<file path="src/rtl/wtd_ram.sv">
// Single-port-write, single-port-read synchronous RAM, registered read data.
// Used for the sample ring and the per-channel sum/peak table. No dependencies.
module wtd_ram #(
  parameter int unsigned DEPTH = 256,
  parameter int unsigned WIDTH = 12,
  parameter int unsigned AW    = 8
) (
  input  logic             clk,
  input  logic             we,
  input  logic [AW-1:0]    waddr,
  input  logic [WIDTH-1:0] wdata,
  input  logic             re,
  input  logic [AW-1:0]    raddr,
  output logic [WIDTH-1:0] rdata
);

  logic [WIDTH-1:0] mem [DEPTH];
  logic [WIDTH-1:0] rdata_r;

  always_ff @(posedge clk) begin
    if (we) begin
      mem[waddr] <= wdata;
    end
    if (re) begin
      rdata_r <= mem[raddr];
    end
  end

  assign rdata = rdata_r;

endmodule

</file>
<file path="config.mk">
export PLATFORM = sky130hd
export DESIGN_NAME = wtd_ram
export DESIGN_NICKNAME = d
export VERILOG_FILES = /design/src/rtl/wtd_ram.sv
export SDC_FILE = /design/constraint.sdc
export NUM_CORES = 2
export LEC_CHECK = 0
export BUFFER_PORTS_ARGS = -buffer_cell sky130_fd_sc_hd__buf_4
export CAP_MARGIN = 20
export CORE_MARGIN = 3
export CORE_UTILIZATION = 37
export DETAILED_ROUTE_END_ITERATION = 10
export SLEW_MARGIN = 20
export SYNTH_ARGS = -nofsm -noshare
export SYNTH_HDL_FRONTEND = slang
export SYNTH_SLANG_ARGS = --single-unit
</file>
<file path="constraint.sdc">
create_clock -name clk -period 2.3 [get_ports clk]
set_input_delay 0.115 -clock clk [delete_from_list [all_inputs] [get_ports clk]]
set_output_delay 0.115 -clock clk [all_outputs]
set_load 0.005 [all_outputs]
</file>
==> results.md <==
* Slew HR at a little over a third
* GR Layer Usage met1 at ~28%
* Total of max-cap violations at 0
* Vias in the first global route at 61600
* GP Congestion at 0.869
* Worst-Margin Slew at around 0.96 ns
* Final min period at around 2.4 ns
* Avg Cell Area, Syn at 21.6 um^2
* Remaining antenna violation count at 0
* Post-placement cell area at 131000 um^2
* FP Rows at 207
* P_leak at about 46 nW
* Grt met3 use at under 10%
* H-tree depth at 5
* Run status: finished, violations left
* Die Y at between 500 and 600 um
* Final setup margin at -0.133 ns
* Max clock buf depth at 4
* Port Buffer Count at 42
* Ys Warns at 0
* Seq/Total Area, Yosys at between 70% and 80%
* HP Class: in -> reg
* Fmax at slightly above 0.4 GHz
* Final hold violation count at 0
* Total grt overflow at 0
* Clk Latency, worst-skew pair at 0.88 ns
* Area of the core at 319000 um^2
* Via Count at 61600
* Total track usage at between 10% and 20%
* Failing checks: setup timing
* Final Power at between 0.1 and 0.15 W
* Yosys cell types at 60
* DP Worst Slack at -1.56 ns
* Layout cells sized above 1 at roughly 33%
* DR iter-0 viols at 8075
* RSZ-0062 raised after global routing: true
* Clk_skew at between 0.05 and 0.06 ns
* Cell area after layout at 142000 um^2
* Post-DP HPWL at roughly 210 mm
* Reg clk slew, reported paths at ~0.060 ns
* WL per Instance at between 20 and 30 um
* Remaining DRCs at 0
* Syn Std Cell Area at around 120000 um^2
* Arrival @ worst endpoint at between 3 and 4 ns
* Gate Count Post-Synth at 5506
* GR Util met2 at a little under a third
* VDD IR-drop max at 0.672 mV
* Die ar. at between 300000 and 400000 um^2
* Tcrit/Tclk final at 106%
* Critical path required time at between 2 and 3 ns
* Ports at 43
* Drt pass-1 iters at 5
* Setup TNS at -0.325 ns
* EDFF count, synth at between 3000 and 4000
* Final net count at ~6500
* Async S/R FF share, synth at 0%
* Final core utilization at 44.6%
* Mapped Nets at ~5500
* Leading register cell type out of synthesis: edfxtp_1
* CTS buffer count at about 320
* Pin count of the biggest net entering global routing at approximately 110
* CTS sink count at slightly above 3000
* Antenna violations before repair at 22
* Initial Util at a little under two fifths
* Power density over the cells at around 830 nW/um^2
* Vias per cell at ~5.6
* CP Max Fanout at 1
* Path type of the worst setup path: reg -> reg
* Die extent in x at between 500 and 600 um
* Finish-stage setup viols at 6
* Post-CTS setup buffer count at 0
* # fillers at 26700
* Area added between synthesis and finish at 19.9%
* Drt total wl at about 330 mm
* Root buf cell: clkbuf_16
* Max-slew violation count at 0
* R2r setup slk at -0.13 ns
* GR peak layer: met2
* Critical Path Start Type: flop
* TritonCTS clock tree: yes
* Post-synthesis register bit count at 3084
* First-pass GRT wire length at 463 mm
* Worst Setup End Kind: flop
synth_stat cells (35+ instances only):
cell type  instances  area (um^2)
buf_2             72          360
edfxtp_1        3084        92600
o221ai_1          53          464
nor2b_1           37          231
o22ai_1           88          551
clkbuf_1         153          574
mux2i_1          223         2230
mux4_2           636        14300
a22oi_1          215         1610
a21oi_1          121          606
nand2_1           45          169
nor2_1           302         1130
buf_6             35          394
worst paths after layout:
| path | start | end | depth (start not counted) |
|---|---|---|---|
| worst max-delay path | mem[66][0] | rdata[0] | 8 |
| worst min-delay path | waddr[2] | mem[157][1] | 5 |
| worst max register to register | mem[66][0] | rdata[0] | 8 |
| worst min register to register | mem[215][7] | rdata[7] | 5 |
power breakdown:
| group | internal, W | switching, W | leakage, nW |
|---|---|---|---|
| registers | 0.0620 | 0.0000979 | 27.7 |
| logic | 0.00281 | 0.00426 | 13.1 |
| clock network | 0.0283 | 0.0214 | 4.84 |
| total | 0.0931 | 0.0257 | 45.6 |
flip-flops by register name, indices dropped and copies added, names as in the netlist:
register / flops
mem: 3072
rdata: 12
layer usage:
metal  wire (um)  up-vias
met5          27        -
met1      133000    33000
li1            -    25300
met3       27300      470
met2      155000     2803
met4       10400        4
cells by family (layout without fill, tap and decap cells):
group,Yosys count,after routing,share of synthesized area (%)
multiplexers,894,894,14.3
flip-flops,3084,3084,78.0
other,0,8,0
AO/OA/AOI/OAI,637,637,3.74
AND/OR/NAND/NOR,550,550,2.17
buffers and inverters,341,1592,1.83
through the flow:
| step | cells | hold slack (ns) |
|---|---|---|
| CTS | 11000 | 0.0166 |
| global placement | 10500 | 0.406 |
| finish | 11000 | 0.0699 |
| detailed placement | 10500 | 0.399 |
| global route | 11000 | 0.0555 |
| floorplan | 5506 | 0.214 |
timing repair:
item                       in CTS  in global routing
hold endpoints to repair     1831                  0
hold buffers                   21                  0
setup endpoints to repair      12                 12
resized for setup              90                 61
cloned                          0                  0
pin swaps                      22                 35
worst max-delay path, cell delays in order (launching register included):
cell      delay, ns
edfxtp_1       0.38
mux4_2         0.50
a22o_4         0.26
a221oi_2       0.18
buf_4          0.19
o32ai_1        0.11
nor3_2         0.22
buf_4          0.18
and3b_1        0.17
area by class of cell:
| type | count | area (um^2) | area share [%] |
|---|---|---|---|
| Sequential cell | 3084 | 92600 | 65.1 |
| Multi-Input combinational cell | 2081 | 24900 | 17.5 |
| Timing Repair Buffer | 1031 | 9510 | 6.68 |
| Clock buffer | 376 | 8260 | 5.80 |
| Tap cell | 4284 | 5360 | 3.77 |
| Clock inverter | 182 | 1670 | 1.18 |
| Antenna cell | 8 | 20.0 | 0.0141 |
| Inverter | 3 | 11.3 | 0.00791 |
cells in the final DEF, fill, tap and decap left out, types with 13 or more instances in the layout:
cell,instances
nand3_1,32
mux4_2,636
clkinvlp_4,13
bufinv_16,23
nor2_1,292
a31oi_1,16
nor4_1,16
edfxtp_1,3084
nor2b_1,33
mux2i_1,223
a22oi_2,23
buf_4,862
nor3_1,20
o21ai_0,30
nand2_1,44
o22ai_1,88
clkbuf_1,54
a22oi_1,192
o221ai_1,44
buf_12,125
buf_8,13
nor4_2,16
dlygate4sd3_1,21
clkinv_1,69
a21oi_1,110
clkbuf_16,322
clkinv_2,60
a22o_1,16
mux2_2,28
nand4_1,13
a211oi_1,19
No activity file was read; power rests on OpenSTA's default activity.
