[src/rtl/wtd_pkg.sv]
// Whisker touch detector package: op codes, register indexes, field widths
// and the structs passed between the detector modules.
// No dependencies.
package wtd_pkg;

  typedef enum logic [1:0] {
    OP_BASELINE  = 2'd0,
    OP_CALIBRATE = 2'd1,
    OP_DETECT    = 2'd2,
    OP_RESET     = 2'd3
  } op_t;

  localparam int unsigned CFG_IDX_W = 2;
  localparam logic [CFG_IDX_W-1:0] CFG_THRESHOLD  = 2'd0;
  localparam logic [CFG_IDX_W-1:0] CFG_UNIT_MAP   = 2'd1;
  localparam logic [CFG_IDX_W-1:0] CFG_GRASP_MASK = 2'd2;

  localparam int unsigned OP_W       = 2;
  localparam int unsigned CH_W       = 4;
  localparam int unsigned SAMPLE_W   = 12;
  localparam int unsigned SUM_W      = 16;
  localparam int unsigned PTR_W      = 4;
  localparam int unsigned FILL_W     = 5;
  localparam int unsigned RING_SLOTS = 16;
  localparam int unsigned UNIT_W     = 4;
  localparam int unsigned UMASK_W    = 16;
  localparam int unsigned COUNT_W    = 5;
  localparam int unsigned THR_W      = 16;
  localparam int unsigned MAP_W      = 64;
  localparam int unsigned PROD_W     = 32;
  localparam int unsigned DEV_FRAC_W = 8;
  localparam int unsigned CFG_DATA_W = 64;

  localparam logic [THR_W-1:0] THR_RESET = 16'd256;

  typedef struct packed {
    logic [SUM_W-1:0] sum;
    logic [SUM_W-1:0] peak;
  } chan_entry_t;

  localparam int unsigned CHAN_ENTRY_W = $bits(chan_entry_t);

  typedef struct packed {
    op_t               op;
    logic [CH_W-1:0]   ch;
    logic              frame_end;
    logic              ch_ok;
    logic              peak_raise;
    logic [SUM_W-1:0]  dev;
    logic [PROD_W-1:0] prod;
  } s2_item_t;

endpackage

[src/rtl/wtd_frame.sv]
// Stage two and result register: touch compare, unit/grasp accumulation,
// touch-start edge and frame report with output stall. Depends on wtd_pkg.
module wtd_frame #(
  parameter int unsigned UNITS = 16
) (
  input  logic                            clk,
  input  logic                            rst_n,
  input  logic                            adv,
  input  logic                            s2_load_vld,
  input  wtd_pkg::s2_item_t               s2_load,
  input  logic [wtd_pkg::MAP_W-1:0]       unit_map,
  input  logic [wtd_pkg::UMASK_W-1:0]     grasp_mask,
  output logic                            out_valid,
  output logic [wtd_pkg::UMASK_W-1:0]     out_touched_units,
  output logic                            out_grasp_touched,
  output logic                            out_touch_started,
  output logic [wtd_pkg::COUNT_W-1:0]     out_touched_count,
  output logic                            out_peak_changed
);

  logic                            s2_vld_r;
  wtd_pkg::s2_item_t               s2_r;
  logic [wtd_pkg::UMASK_W-1:0]     mask_r, mask_nxt;
  logic                            grasp_r, grasp_nxt;
  logic                            pk_r, pk_nxt;
  logic                            prev_r, prev_nxt;
  logic                            ovld_r, ovld_nxt;
  logic [wtd_pkg::UMASK_W-1:0]     o_units_r;
  logic                            o_grasp_r;
  logic                            o_start_r;
  logic [wtd_pkg::COUNT_W-1:0]     o_count_r, count_nxt;
  logic                            o_pk_r;

  logic [wtd_pkg::UNIT_W-1:0]      unit;
  logic                            unit_ok;
  logic                            touch;
  logic                            hit;
  logic [wtd_pkg::PROD_W-1:0]      dev_scaled;
  logic                            now;
  logic                            is_end;

  always_comb begin
    unit       = unit_map[{s2_r.ch, 2'b00} +: wtd_pkg::UNIT_W];
    unit_ok    = {1'b0, unit} < (wtd_pkg::UNIT_W + 1)'(UNITS);
    dev_scaled = {{(wtd_pkg::PROD_W - wtd_pkg::SUM_W - wtd_pkg::DEV_FRAC_W){1'b0}},
                  s2_r.dev, {wtd_pkg::DEV_FRAC_W{1'b0}}};
    touch = s2_vld_r && (s2_r.op == wtd_pkg::OP_DETECT) && s2_r.ch_ok
            && (dev_scaled > s2_r.prod);
    hit   = touch && unit_ok;

    mask_nxt  = mask_r;
    grasp_nxt = grasp_r | (hit && grasp_mask[unit]);
    if (hit) begin
      mask_nxt[unit] = 1'b1;
    end
    pk_nxt = pk_r | (s2_vld_r && s2_r.peak_raise);
    now    = mask_nxt != '0;
    is_end = s2_vld_r && s2_r.frame_end;

    count_nxt = '0;
    for (int i = 0; i < wtd_pkg::UMASK_W; i++) begin
      count_nxt = count_nxt + wtd_pkg::COUNT_W'(mask_nxt[i]);
    end

    prev_nxt = prev_r;
    if (s2_vld_r && (s2_r.op == wtd_pkg::OP_RESET)) begin
      prev_nxt = 1'b0;
    end else if (is_end && (s2_r.op == wtd_pkg::OP_DETECT)) begin
      prev_nxt = now;
    end
    ovld_nxt = is_end;
  end

  always_ff @(posedge clk) begin
    if (!rst_n) begin
      s2_vld_r <= 1'b0;
      mask_r   <= '0;
      grasp_r  <= 1'b0;
      pk_r     <= 1'b0;
      prev_r   <= 1'b0;
      ovld_r   <= 1'b0;
    end else if (adv) begin
      s2_vld_r <= s2_load_vld;
      prev_r   <= prev_nxt;
      ovld_r   <= ovld_nxt;
      if (is_end) begin
        mask_r  <= '0;
        grasp_r <= 1'b0;
        pk_r    <= 1'b0;
      end else begin
        mask_r  <= mask_nxt;
        grasp_r <= grasp_nxt;
        pk_r    <= pk_nxt;
      end
    end
  end

  always_ff @(posedge clk) begin
    if (adv) begin
      s2_r <= s2_load;
      if (is_end) begin
        o_units_r <= mask_nxt;
        o_grasp_r <= grasp_nxt;
        o_start_r <= (s2_r.op == wtd_pkg::OP_DETECT) && now && !prev_r;
        o_count_r <= count_nxt;
        o_pk_r    <= pk_nxt;
      end
    end
  end

  assign out_valid         = ovld_r;
  assign out_touched_units = o_units_r;
  assign out_grasp_touched = o_grasp_r;
  assign out_touch_started = o_start_r;
  assign out_touched_count = o_count_r;
  assign out_peak_changed  = o_pk_r;

  a_count_matches: assert property (@(posedge clk) disable iff (!rst_n)
    ovld_r |-> (o_count_r == wtd_pkg::COUNT_W'($countones(o_units_r))))
    else $error("touched count disagrees with unit mask");

  a_start_needs_touch: assert property (@(posedge clk) disable iff (!rst_n)
    (ovld_r && o_start_r) |-> (o_units_r != '0))
    else $error("touch start reported with no unit touched");

  a_end_clears: assert property (@(posedge clk) disable iff (!rst_n)
    (adv && is_end) |=> ((mask_r == '0) && !grasp_r && !pk_r))
    else $error("frame accumulators not cleared after frame end");

endmodule
[config.mk]
export PLATFORM = sky130hd
export DESIGN_NAME = wtd_frame
export DESIGN_NICKNAME = d
export VERILOG_FILES = /design/src/rtl/wtd_pkg.sv /design/src/rtl/wtd_frame.sv
export SDC_FILE = /design/constraint.sdc
export NUM_CORES = 1
export LEC_CHECK = 0
export ABC_CLOCK_PERIOD_IN_PS = 8000
export BUFFER_PORTS_ARGS = -buffer_cell sky130_fd_sc_hd__buf_2
export CORE_MARGIN = 2
export CORE_UTILIZATION = 32
export CTS_CLUSTER_SIZE = 10
export DETAILED_ROUTE_END_ITERATION = 8
export HOLD_SLACK_MARGIN = 0.1
export SYNTH_ARGS = -nofsm -noshare
export SYNTH_HDL_FRONTEND = slang
export SYNTH_SLANG_ARGS = --single-unit
[constraint.sdc]
create_clock -name clk -period 8 [get_ports clk]
set_clock_uncertainty 0.15 [all_clocks]
set_input_delay 2.4 -clock clk [delete_from_list [all_inputs] [get_ports clk]]
set_output_delay 2.4 -clock clk [all_outputs]
set_load 0.03 [all_outputs]
==> impl_metrics.json <==
{
  "outcome": "complete, no violations",
  "die_w_um": 129,
  "path_clk_slew_ps": 70,
  "yosysMostFrequentCell": "edfxtp_1",
  "dr.pass1.iters": 4,
  "dp_slack_ps": 507,
  "drcViolationCount": 0,
  "gp_congestion": 0.835,
  "io_pins": 166,
  "synth_top_area_frac": 0.484,
  "clock_path_buffers": 2,
  "cts_tree": "built",
  "crit_path_max_fanout": 8,
  "clockRootBuffer": "clkbuf_16",
  "timing.final.crit_share": 0.894,
  "vias": 3601,
  "seqPwrFrac": 0.516,
  "async_flop_share": 0,
  "arrival_ps": 7100,
  "critical_path_class": "in2reg",
  "fin_util": 0.418,
  "fin_tns_setup_ps": 0,
  "crit_required_ps": 7950,
  "switching_share": 0.251,
  "cap_violations": 0,
  "critPathCaptureType": "flop",
  "ant_nets": 0,
  "cts_sinks": 102,
  "post_cts_resized": 0,
  "syn-num-nets": 556,
  "drv_slew": 0,
  "drive_above_1_share": 0.380,
  "clkLatencyLatePin_ps": 350,
  "synth_cell_types": 51,
  "start_util": 0.330,
  "avgSynthCellArea_um2": 13.1,
  "overflow": 0,
  "io_buffers": 165,
  "drtIter0Drc": 151,
  "post-dp-hpwl_um": 9460,
  "slew_headroom": 0.400,
  "tightest_slew_ps": 899,
  "synth-edff-count": 81,
  "drt-vias-per-instance": 4.68,
  "p_sw_uw": 300,
  "wire_per_inst_um": 15.2,
  "setup_viol": 0,
  "power_density_nw_per_um2": 187,
  "yosysTopAreaCell": "edfxtp_1",
  "ys_top_cells_by_count": "edfxtp_1, inv_1, a21oi_1, nor2_1, ha_1",
  "yosysWarnings": 0,
  "num_rows": 45,
  "critPathLaunchType": "input port",
  "grtUsageTotal": 0.145,
  "rsz0062_at_grt": "no",
  "reg2reg_slack_ps": 1940,
  "irDropWorstVdd_uv": 100,
  "fin_crit_ps": 7150,
  "core-area_um2": 15300,
  "synth_ff_type": "edfxtp_1",
  "synthTopCellsByArea": "edfxtp_1, dfxtp_1, mux4_2",
  "fmax_mhz": 140,
  "htree_levels": 3,
  "p_int_uw": 894,
  "leakage_nw": 2.83,
  "antenna_found_initial": 0,
  "yosys_register_bits": 102,
  "combPwrFrac": 0.131,
  "hold_violations": 0,
  "p_clk_frac": 0.353,
  "grt_max_degree": 67,
  "routed_wl_um": 11700,
  "yosysSeqAreaShare": 0.567,
  "setup_ws_ps": 850,
  "hold_class": "reg2reg",
  "cts_buffers": 9,
  "synthCells": 383,
  "die_y_um": 129,
  "nNetsFinal": 726,
  "holdWs_ps": 305,
  "postCtsSetupBuffers": 0,
  "area_growth_pct": 26.8,
  "cts_hold_repair.buffers": 0,
  "syn_area_um2": 5030,
  "grt_first_pass_wirelength_um": 18500,
  "diodes": 0,
  "grt_pass1_vias": 3720,
  "die_area_um2": 16700
}
-- power groups by stage --
stage / sequential [mW] / combinational [mW] / clock [mW]
global route: 0.619 / 0.175 / 0.459
CTS: 0.616 / 0.159 / 0.435
detailed placement: 0.629 / 0.158 / 0
floorplan: 0.622 / 0.0963 / 0
finish: 0.616 / 0.156 / 0.421
global placement: 0.627 / 0.156 / 0
-- flip-flops by register name (all words and copies together), names as in the netlist --
name and count:
pk_r 1, out_peak_changed 1, dev_scaled 16, mask_r 16
out_valid 1, out_grasp_touched 1, s2_vld_r 1, out_touched_units 16
out_touch_started 1, out_touched_count 5, prev_r 1, s2_r 41
grasp_r 1
-- layout make-up --
cell class,count,area [um2]
fill,1456,8880
timing repair buffer,169,856
inverter,44,168
clock buffer,9,225
multi-input combinational,227,1950
clock inverter,7,61.3
sequential,102,2850
tap,211,264
-- through the flow --
step / std cells / area [um2] / power (mW)
after CTS: 769 / 6380 / 1.21
after floorplan: 383 / 5030 / 0.718
final: 769 / 6380 / 1.19
after detailed placement: 753 / 6090 / 0.786
after global placement: 753 / 6090 / 0.783
after global routing: 769 / 6380 / 1.25
-- cell families after synthesis --
family          share of synthesized area
simple gates                        0.103
xor+xnor                          0.00348
flops                               0.567
buf+inv                            0.0453
fa+ha+maj                          0.0945
mux                                0.0970
compound gates                     0.0893
-- final timing paths --
| kind | startpoint | end | cells past startpoint |
|---|---|---|---|
| worst min register to register | grasp_r | grasp_r | 2 |
| worst max-delay path | unit_map[13] | out_touched_count[2] | 18 |
| worst min-delay path | grasp_r | grasp_r | 2 |
| worst max register to register | s2_r[28] | out_touched_count[2] | 20 |
-- placed cells by master, fill, tap and decap left out, drive strengths merged, types with 2 or more instances in the layout --
master	Yosys	layout
buf	6	169
edfxtp	81	81
inv	44	49
a21oi	30	30
nor2	27	27
ha	22	22
dfxtp	21	21
mux2i	15	15
mux4	13	13
nand2	12	12
a21o	11	11
fa	10	10
clkbuf	4	9
o21ai	9	9
nor2b	8	8
and2	8	8
nand3	7	7
nor4	6	6
mux2	4	4
nand4	4	4
nor3	4	4
a2111oi	4	4
a22oi	3	3
and3	3	3
nor4b	3	3
or4	2	2
and4	2	2
nor3b	2	2
xnor2	2	2
nand2b	2	2
clkinv	0	2
-- worst max-delay path, cell delays in order --
cell and delay, ps:
buf_2 100, mux4_2 470, a22o_1 260, a31oi_4 180
inv_4 70, nor3_2 490, a21oi_1 220, fa_1 530
fa_1 490, inv_1 50, fa_1 490, inv_1 50
fa_1 440, inv_1 70, ha_1 160, inv_1 60
fa_1 410, xnor2_1 150
-- per-layer routing --
layer  GRT usage  part of all wire  up-vias  routed length, um
met1       0.179              0.43     1682               5010
met5           0                 0        -                  0
met3      0.0351             0.076        9                889
met4      0.0537             0.014        0                162
met2       0.248              0.48      157               5630
li1            -                 -     1753                  -
(Power assumes the default switching activity.)
