File: src/rtl/wtd_pkg.sv
// Whisker touch detector package: op codes, register indexes, field widths
// and the structs passed between the detector modules.
// No dependencies.
package wtd_pkg;

  typedef enum logic [1:0] {
    OP_BASELINE  = 2'd0,
    OP_CALIBRATE = 2'd1,
    OP_DETECT    = 2'd2,
    OP_RESET     = 2'd3
  } op_t;

  localparam int unsigned CFG_IDX_W = 2;
  localparam logic [CFG_IDX_W-1:0] CFG_THRESHOLD  = 2'd0;
  localparam logic [CFG_IDX_W-1:0] CFG_UNIT_MAP   = 2'd1;
  localparam logic [CFG_IDX_W-1:0] CFG_GRASP_MASK = 2'd2;

  localparam int unsigned OP_W       = 2;
  localparam int unsigned CH_W       = 4;
  localparam int unsigned SAMPLE_W   = 12;
  localparam int unsigned SUM_W      = 16;
  localparam int unsigned PTR_W      = 4;
  localparam int unsigned FILL_W     = 5;
  localparam int unsigned RING_SLOTS = 16;
  localparam int unsigned UNIT_W     = 4;
  localparam int unsigned UMASK_W    = 16;
  localparam int unsigned COUNT_W    = 5;
  localparam int unsigned THR_W      = 16;
  localparam int unsigned MAP_W      = 64;
  localparam int unsigned PROD_W     = 32;
  localparam int unsigned DEV_FRAC_W = 8;
  localparam int unsigned CFG_DATA_W = 64;

  localparam logic [THR_W-1:0] THR_RESET = 16'd256;

  typedef struct packed {
    logic [SUM_W-1:0] sum;
    logic [SUM_W-1:0] peak;
  } chan_entry_t;

  localparam int unsigned CHAN_ENTRY_W = $bits(chan_entry_t);

  typedef struct packed {
    op_t               op;
    logic [CH_W-1:0]   ch;
    logic              frame_end;
    logic              ch_ok;
    logic              peak_raise;
    logic [SUM_W-1:0]  dev;
    logic [PROD_W-1:0] prod;
  } s2_item_t;

endpackage

File: src/rtl/wtd_update.sv
// Stage-one arithmetic: ring sum update, scaled deviation, peak raise and
// the threshold-times-peak product. Depends on wtd_pkg.
module wtd_update #(
  parameter int unsigned WINDOW = 16
) (
  input  wtd_pkg::op_t                    op,
  input  logic [wtd_pkg::SAMPLE_W-1:0]    x,
  input  wtd_pkg::chan_entry_t            cur,
  input  logic [wtd_pkg::SAMPLE_W-1:0]    old_sample,
  input  logic [wtd_pkg::THR_W-1:0]       threshold,
  output wtd_pkg::chan_entry_t            wr_entry,
  output logic [wtd_pkg::SUM_W-1:0]       dev,
  output logic [wtd_pkg::PROD_W-1:0]      prod,
  output logic                            peak_raise
);

  localparam int unsigned XPAD_W = wtd_pkg::SUM_W - wtd_pkg::SAMPLE_W;

  logic [wtd_pkg::SUM_W-1:0] x_ext;
  logic [wtd_pkg::SUM_W-1:0] scaled;
  logic [wtd_pkg::SUM_W-1:0] new_sum;
  logic [wtd_pkg::SUM_W-1:0] sum_used;
  logic                      feeds;

  always_comb begin
    x_ext    = {{XPAD_W{1'b0}}, x};
    scaled   = x_ext * wtd_pkg::SUM_W'(WINDOW);
    new_sum  = cur.sum + x_ext - {{XPAD_W{1'b0}}, old_sample};
    feeds    = (op == wtd_pkg::OP_BASELINE) || (op == wtd_pkg::OP_DETECT);
    sum_used = (op == wtd_pkg::OP_DETECT) ? new_sum : cur.sum;
    dev      = (scaled >= sum_used) ? (scaled - sum_used) : (sum_used - scaled);
    peak_raise    = (op == wtd_pkg::OP_CALIBRATE) && (dev > cur.peak);
    wr_entry.sum  = feeds ? new_sum : cur.sum;
    wr_entry.peak = peak_raise ? dev : cur.peak;
    prod = wtd_pkg::PROD_W'(threshold) * wtd_pkg::PROD_W'(cur.peak);
  end

endmodule

File: config.mk
export PLATFORM = sky130hd
export DESIGN_NAME = wtd_update
export DESIGN_NICKNAME = d
export VERILOG_FILES = /design/src/rtl/wtd_pkg.sv /design/src/rtl/wtd_update.sv
export SDC_FILE = /design/constraint.sdc
export NUM_CORES = 1
export LEC_CHECK = 0
export CORE_UTILIZATION = 55
export DETAILED_ROUTE_END_ITERATION = 16
export DONT_BUFFER_PORTS = 1
export GPL_ROUTABILITY_DRIVEN = 0
export PLACE_DENSITY = 0.7
export SETUP_SLACK_MARGIN = 0.4
export SLEW_MARGIN = 20
export SYNTH_ARGS = -nofsm -noshare
export SYNTH_HDL_FRONTEND = slang
export SYNTH_SLANG_ARGS = --single-unit
File: constraint.sdc
create_clock -name vclk -period 9.8
set_clock_uncertainty 0.05 [all_clocks]
set_input_delay 0.98 -clock vclk [all_inputs]
set_output_delay 0.98 -clock vclk [all_outputs]
set_load 0.02 [all_outputs]
==> summary.md, run 1 <==
| Metric | Value |
|---|---|
| Die height | `150 µm` |
| Critical path's top delay family | `compound AO/OA/AOI/OAI gates` |
| Effective utilization at floorplan | `56.6%` |
| Clkbuf count | `0` |
| Seq cells | `0` |
| Area share of the largest cell type after synthesis | `34.5%` |
| Post-synthesis cell type with the largest combined area | `fa_1` |
| Post-layout minimum cycle time | `between 9000 and 10000 ps` |
| Main area contributors after synthesis | `fa_1 (35%), ha_1 (17%), inv_1 (9.8%)` |
| CP max stage delay | `550 ps` |
| Crit path DAT | `8000 ps` |
| CP bufs+invs | `5` |
| Initial antenna violation count | `1` |
| Mean post-synth cell area | `7.97 µm²` |
| Site row count | `53` |
| IO Port Bufs | `0` |
| Cells after Synth | `1506` |
| Slew Limit Headroom | `between 40% and 50%` |
| Non-Filler Instances | `1753` |
| Ports | `between 150 and 200` |
| Setup crit end kind | `output pin` |
| Final setup vio count | `0` |
| Cell area after synthesis | `12000 µm²` |
| Max Cap Viol | `0` |
| Router iterations before antenna repair | `5` |
| Seq/Total Area, Yosys | `0%` |
| Drt via density | `about 5.7` |
| Number of global-route vias before repair | `10100` |
| Max Fanout on Critical Path | `9` |
| Layout cells sized above 1 | `5.08%` |
| Max-slew violations | `0` |
| Remaining Overflow, GRT | `0` |
| Global-route wire length before repair | `between 40000 and 50000 µm` |
| WL per Instance | `17.1 µm` |
| Via count | `10100` |
| Post-synth top cells | `inv_1 (312), nand2_1 (222), fa_1 (207)` |
| Critical path type | `primary input to output pin` |
| Dpl cells | `1741` |
| CP Launch Type | `primary input` |
| Residual DRC count | `0` |
| Number of unique standard cell types used by synthesis | `76` |
| Yosys warnings | `0` |
| Final Cycle Share | `92.1%` |
| Detailed router's first-iteration violation count | `478` |
| Total die area | `approximately 22000 µm²` |
| Die Span X | `around 150 µm` |
| Core box area | `21200 µm²` |
| Status | `completed` |
| WHS | `2050 ps` |
| Sequential Area | `0 µm²` |
| All-layer global routing usage | `27.0%` |
| Fmax | `between 0.1 and 0.15 GHz` |
| Slew @ Worst Pin | `771 ps` |
| Largest net degree at the start of global routing | `42` |
| Critical Path RT | `between 8000 and 9000 ps` |
| Final antenna-violating net count | `0` |
| Fill count | `around 2000` |
| Final WS setup | `between 700 and 800 ps` |
| RSZ-0062 raised after global routing | `true` |
| Detailed Route WL | `29900 µm` |
| Final HPWL DP | `25000 µm` |
| Area grow syn2layout | `3.56%` |
| Final #Nets | `1920` |
| Most common cell in the netlist | `inv_1` |
| Final Hold Viols | `0` |
| Syn Nets | `around 2000` |
| Worst hold path class | `primary input to output pin` |
| Setup_tns | `0 ps` |
| Slowest-stage cell, CP | `fa_1` |
| Place WS | `337 ps` |
==> cell families (layout without fill, tap and decap cells) <==
logic type	count (synthesis)	count (layout)	share of synthesized area, %
AND/OR/NAND/NOR	461	461	18.4
buffers and inverters	376	347	11.8
adder cells (fa/ha/maj)	367	367	51.2
AO/OA/AOI/OAI	244	244	13.9
XOR/XNOR	44	44	3.21
multiplexers	14	14	1.36
other	0	1	0
==> worst paths after layout <==
kind              start           end  slack (ps)  depth (start not counted)
setup / recovery   x[1]   wr_entry[7]         770                         31
hold / removal    op[0]  wr_entry[18]        2050                          1
==> cell type report <==
type | instances | area (µm²) | area share, %
Multi-Input combinational cell | 1130 | 10600 | 85.6
Timing Repair inverter | 1 | 6.26 | 0.0503
Timing Repair Buffer | 33 | 251 | 2.02
Inverter | 313 | 1190 | 9.57
Antenna cell | 1 | 2.50 | 0.0201
Tap cell | 275 | 344 | 2.77
==> stage by stage <==
stage,instance area (µm²),util (%)
3_5_place_dp,12300,57.8
3_3_place_gp,12300,57.8
5_1_grt,12400,58.6
2_1_floorplan,12000,-
4_1_cts,12300,57.9
6_report,12400,58.6
==> metal layers <==
metal / GRT usage (%) / wire [µm] / vias up
li1: - / - / 4736
met1: 35.3 / 12700 / 4983
met2: 47.9 / 15000 / 284
met3: 2.96 / 1650 / 56
met4: 5.71 / 602 / 0
met5: 0 / 0 / -
==> cells in the final DEF, fill, tap and decap left out, types with 7 or more instances in the layout <==
master / n
nor3_1: 20
o21ai_0: 60
o21bai_1: 10
nor2_1: 47
nand2_1: 222
a211oi_1: 10
nand2b_1: 7
inv_1: 312
a21o_1: 23
nand3_1: 13
or3_1: 7
mux2_2: 8
xnor2_1: 34
a211o_1: 7
buf_4: 32
a21oi_1: 50
fa_1: 207
and2_1: 94
nand4_1: 9
xor2_1: 9
ha_1: 159
or2_2: 7
o21a_1: 14
==> timing repair <==
item | 4_1_cts | 5_1_grt
endpoints found under the setup margin | 7 | 17
hold buffers | 0 | 0
gates resized for setup | 0 | 15
cloned | 0 | 1
pin swaps | 2 | 5
setup buffers | 3 | 7
Power of run 1 is left out: the tool's default activity adds up to more than one toggle a clock period on the data nets, which glitch-free logic cannot reach.
==> run 2: changes to the inputs <==
--- a/config.mk
+++ b/config.mk
@@ -5,11 +5,11 @@
 export SDC_FILE = /design/constraint.sdc
 export NUM_CORES = 1
 export LEC_CHECK = 0
-export CORE_UTILIZATION = 55
+export CORE_UTILIZATION = 48
 export DETAILED_ROUTE_END_ITERATION = 16
 export DONT_BUFFER_PORTS = 1
 export GPL_ROUTABILITY_DRIVEN = 0
-export PLACE_DENSITY = 0.7
+export PLACE_DENSITY = 0.6
 export SETUP_SLACK_MARGIN = 0.4
 export SLEW_MARGIN = 20
 export SYNTH_ARGS = -nofsm -noshare
==> summary.md, run 2 (same netlist as run 1, synthesis figures left out) <==
| Metric | Value |
|---|---|
| Status | `completed` |
| Detailed Route WL | `30300 µm (+1.3%)` |
| Commonest non-fill, non-tap cell in the layout | `inv_1` |
| RSZ-0062 raised after global routing | `false` |
| Die Span X | `160 µm (+7.0%)` |
| WHS | `2040 ps (-5.34 ps)` |
| Number of diodes | `0 (-1)` |
| Crit path DAT | `8100 ps (+100 ps)` |
| Final Cycle Share | `93.1% (+0.99 points)` |
| WP depth | `31 (unchanged)` |
| Max Cap Viol | `0 (unchanged)` |
| Fmax | `0.110 GHz (-1.1%)` |
| Clkbuf count | `0 (unchanged)` |
| Seq cells | `0 (unchanged)` |
| Largest net degree at the start of global routing | `42 (unchanged)` |
| Slew @ Worst Pin | `829 ps (+57.8 ps)` |
| Drt via density | `5.45 (-5.0%)` |
| Fill count | `2438 (+23%)` |
| Place WS | `192 ps (-145 ps)` |
| CP Launch Type | `primary input` |
| Final HPWL DP | `25300 µm (+1.4%)` |
| CP bufs+invs | `6 (+1)` |
| Layout cells sized above 1 | `5.47% (+0.40 points)` |
| Global-route wire length before repair | `49800 µm (+1.8%)` |
| Final WS setup | `674 ps (-97.4 ps)` |
| Residual DRC count | `0 (unchanged)` |
| Commonest non-fill, non-tap cells in the layout | `inv_1 (312), nand2_1 (221), fa_1 (207)` |
| Number of global-route vias before repair | `9911 (-1.9%)` |
| Critical path type | `primary input to output pin` |
| Final #Nets | `1923 (+0.16%)` |
| Total die area | `25600 µm² (+14%)` |
| Crit path to | `wr_entry[12]` |
| Remaining Overflow, GRT | `0 (unchanged)` |
| Effective utilization at floorplan | `49.2% (-7.4 points)` |
| Ports | `155 (unchanged)` |
| CP max stage delay | `550 ps (about the same)` |
| Max-slew violations | `0 (unchanged)` |
| Slowest-stage cell, CP | `fa_1` |
| Slew Limit Headroom | `44.3% (-3.7 points)` |
| WL per Instance | `16.8 µm (-1.6%)` |
| Critical Path RT | `8770 ps (about the same)` |
| Detailed router's first-iteration violation count | `524 (+9.6%)` |
| Via count | `9838 (-2.2%)` |
| Critical Path Source | `x[1]` |
| Initial antenna violation count | `0 (-1)` |
| Final setup vio count | `0 (unchanged)` |
| Final Hold Viols | `0 (unchanged)` |
| Die height | `160 µm (+7.0%)` |
| Area grow syn2layout | `4.36%` |
| All-layer global routing usage | `23.7% (-3.3 points)` |
| Setup crit end kind | `output pin` |
| Sequential Area | `0 µm² (unchanged)` |
| Worst hold path class | `primary input to output pin` |
| Setup_tns | `0 ps (unchanged)` |
| Core box area | `24400 µm² (+15%)` |
| Router iterations before antenna repair | `5 (unchanged)` |
| Max Fanout on Critical Path | `13 (+4)` |
| Critical path's top delay family | `compound AO/OA/AOI/OAI gates` |
| Final antenna-violating net count | `0 (unchanged)` |
| IO Port Bufs | `0 (unchanged)` |
| Post-layout minimum cycle time | `9130 ps (+97.4 ps)` |
| Site row count | `57 (+7.5%)` |
## run 2: cell count changes in the layout (fill, tap and decap cells not counted), sizes merged
cell / previous run / this run
a21o: 24 / 25
diode: 1 / 0
bufinv: 1 / 0
buf: 33 / 36
## run 2: area by class of cell
cell class | count | area, µm² | area share, %
multi-input cells | 1131 | 10700 | 85.2
inverters | 313 | 1180 | 9.40
well taps | 324 | 405 | 3.24
repair buffers | 36 | 270 | 2.16
## run 2: per-layer routing
metal  up-vias  global-route usage, %  share of wire, %
met3        17                   2.52               4.9
li1       4738                      -                 -
met2       227                   41.6                50
met1      4856                   32.4                44
met4         0                   2.34               1.1
met5         -                      0                 0
## run 2: repair_timing
| item | CTS | global route |
|---|---|---|
| setup buffers | 4 | 8 |
| endpoints found under the setup margin | 14 | 17 |
| resized for setup | 4 | 13 |
| hold buffers | 0 | 0 |
| cloned | 0 | 1 |
| pin swaps | 2 | 5 |
## run 2: worst min-delay path by stage
stage                 start            to  slack [ps]  cells after the start
floorplan           cur[31]  wr_entry[31]        2060                      1
global placement      op[0]  wr_entry[18]        2050                      1
detailed placement    op[0]  wr_entry[18]        2040                      1
CTS                   op[0]  wr_entry[18]        2040                      1
global route          op[0]  wr_entry[18]        2050                      1
finish                op[0]  wr_entry[18]        2040                      1
## run 2: per-stage QoR
stage / cells / utilization, % / instance area (µm²)
after floorplan: 1506 / - / 12000
after CTS: 1795 / 50.8 / 12400
after global routing: 1804 / 51.3 / 12500
after global placement: 1791 / 50.6 / 12300
final: 1804 / 51.3 / 12500
after detailed placement: 1791 / 50.6 / 12300
Power of run 2 is left out for the same reason.
==> run 3: changes to the inputs <==
--- a/config.mk
+++ b/config.mk
@@ -10,6 +10,8 @@
 export DONT_BUFFER_PORTS = 1
 export GPL_ROUTABILITY_DRIVEN = 0
 export PLACE_DENSITY = 0.6
+export RECOVER_POWER = 25
+export REMOVE_ABC_BUFFERS = 1
 export SETUP_SLACK_MARGIN = 0.4
 export SLEW_MARGIN = 20
 export SYNTH_ARGS = -nofsm -noshare
==> summary.md, run 3 (same netlist as run 1, synthesis figures left out) <==
| Metric | Value |
|---|---|
| Final #Nets | `1919 (-0.21%)` |
| Total die area | `25600 µm² (unchanged)` |
| Drt via density | `5.53 (+1.3%)` |
| Number of diodes | `0 (unchanged)` |
| Site row count | `57 (unchanged)` |
| Post-layout instance area | `12400 µm² (-0.68%)` |
| Critical Path RT | `8770 ps (about the same)` |
| Core Util, Final | `51.0% (-0.35 points)` |
| Layout cells sized above 1 | `4.67% (-0.80 points)` |
| Effective utilization at floorplan | `49.2% (unchanged)` |
| DP Area | `12300 µm² (about the same)` |
| Slowest-stage cell, CP | `fa_1` |
| Slew Limit Headroom | `48.4% (+4.1 points)` |
| Final HPWL DP | `25200 µm (-0.25%)` |
| WHS | `2050 ps (+9.43 ps)` |
| Setup_tns | `0 ps (unchanged)` |
| Via count | `9945 (+1.1%)` |
| Router iterations before antenna repair | `5 (unchanged)` |
| Max Fanout on Critical Path | `9 (-4)` |
| Detailed Route WL | `30700 µm (+1.3%)` |
| Number of global-route vias before repair | `10300 (+3.7%)` |
| Core box area | `24400 µm² (unchanged)` |
| Die Span X | `160 µm (unchanged)` |
| Initial antenna violation count | `0 (unchanged)` |
| Status | `completed` |
| Area grow syn2layout | `3.65%` |
| Final Hold Viols | `0 (unchanged)` |
| Hold_sp | `op[0]` |
| Largest net degree at the start of global routing | `42 (unchanged)` |
| Critical Path Source | `x[1]` |
| Setup crit end kind | `output pin` |
| Commonest non-fill, non-tap cells in the layout | `inv_1 (312), nand2_1 (222), fa_1 (207)` |
| Remaining Overflow, GRT | `0 (unchanged)` |
| Hold buffers post-CTS | `0 (unchanged)` |
| Final Cycle Share | `93.0% (about the same)` |
| Most Frequent Cell on Critical Path | `o21ai_0` |
| Sequential Area | `0 µm² (unchanged)` |
| Worst hold path class | `primary input to output pin` |
| Hold path endpoint | `wr_entry[18]` |
| Final setup vio count | `0 (unchanged)` |
| Fmax | `0.110 GHz (about the same)` |
| Detailed router's first-iteration violation count | `460 (-12%)` |
| Ports | `155 (unchanged)` |
| Max-slew violations | `0 (unchanged)` |
| CP Launch Type | `primary input` |
| Seq cells | `0 (unchanged)` |
| Global-route wire length before repair | `51500 µm (+3.4%)` |
| Residual DRC count | `0 (unchanged)` |
| Clkbuf count | `0 (unchanged)` |
| Post-layout minimum cycle time | `9120 ps (-7.93 ps)` |
| Commonest non-fill, non-tap cell in the layout | `inv_1` |
| RSZ-0062 raised after global routing | `false` |
| Slew @ Worst Pin | `765 ps (-63.8 ps)` |
| Hold Path Stages | `1 (unchanged)` |
| Max Cap Viol | `0 (unchanged)` |
| Critical path type | `primary input to output pin` |
| IO Port Bufs | `0 (unchanged)` |
| WL per Instance | `17.0 µm (+1.5%)` |
| Critical path's top delay family | `compound AO/OA/AOI/OAI gates` |
| Final antenna-violating net count | `0 (unchanged)` |
| Die height | `160 µm (unchanged)` |
| CP max stage delay | `540 ps (about the same)` |
| All-layer global routing usage | `24.5% (+0.84 points)` |
| CP bufs+invs | `5 (-1)` |
| Crit path DAT | `8090 ps (about the same)` |
-- run 3: cell type report --
class	instances	area [µm²]
multi-input cells	1130	10600
inverters	313	1180
fillers	2442	12000
repair buffers	33	251
well taps	324	405
-- run 3: routing by layer --
layer / GRT usage (%) / up-vias / wire length, µm
li1: - / 4727 / -
met1: 33.0 / 4975 / 13700
met2: 42.6 / 206 / 15000
met3: 2.73 / 37 / 1330
met4: 4.63 / 0 / 614
met5: 0 / - / 0
-- run 3: how the worst max path moves through the flow --
stage          slack [ps]  cells after the start      endpoint
6_report              680                     31   wr_entry[6]
3_3_place_gp          420                     31  wr_entry[10]
5_1_grt               240                     31   wr_entry[6]
2_1_floorplan         290                     29  wr_entry[12]
3_5_place_dp          300                     31   wr_entry[7]
4_1_cts               470                     32  wr_entry[12]
-- run 3: timing repair --
item	4_1_cts	5_1_grt
endpoints found under the setup margin	14	17
setup buffers	2	8
gates resized for setup	1	9
pin swaps	2	6
-- run 3: per-stage QoR --
stage                     setup WS (ps)  cells
after detailed placement            296   1790
after floorplan                     286   1443
after CTS                           471   1792
after global placement              424   1790
after global routing                243   1800
final                               682   1800
Power of run 3 is left out for the same reason.
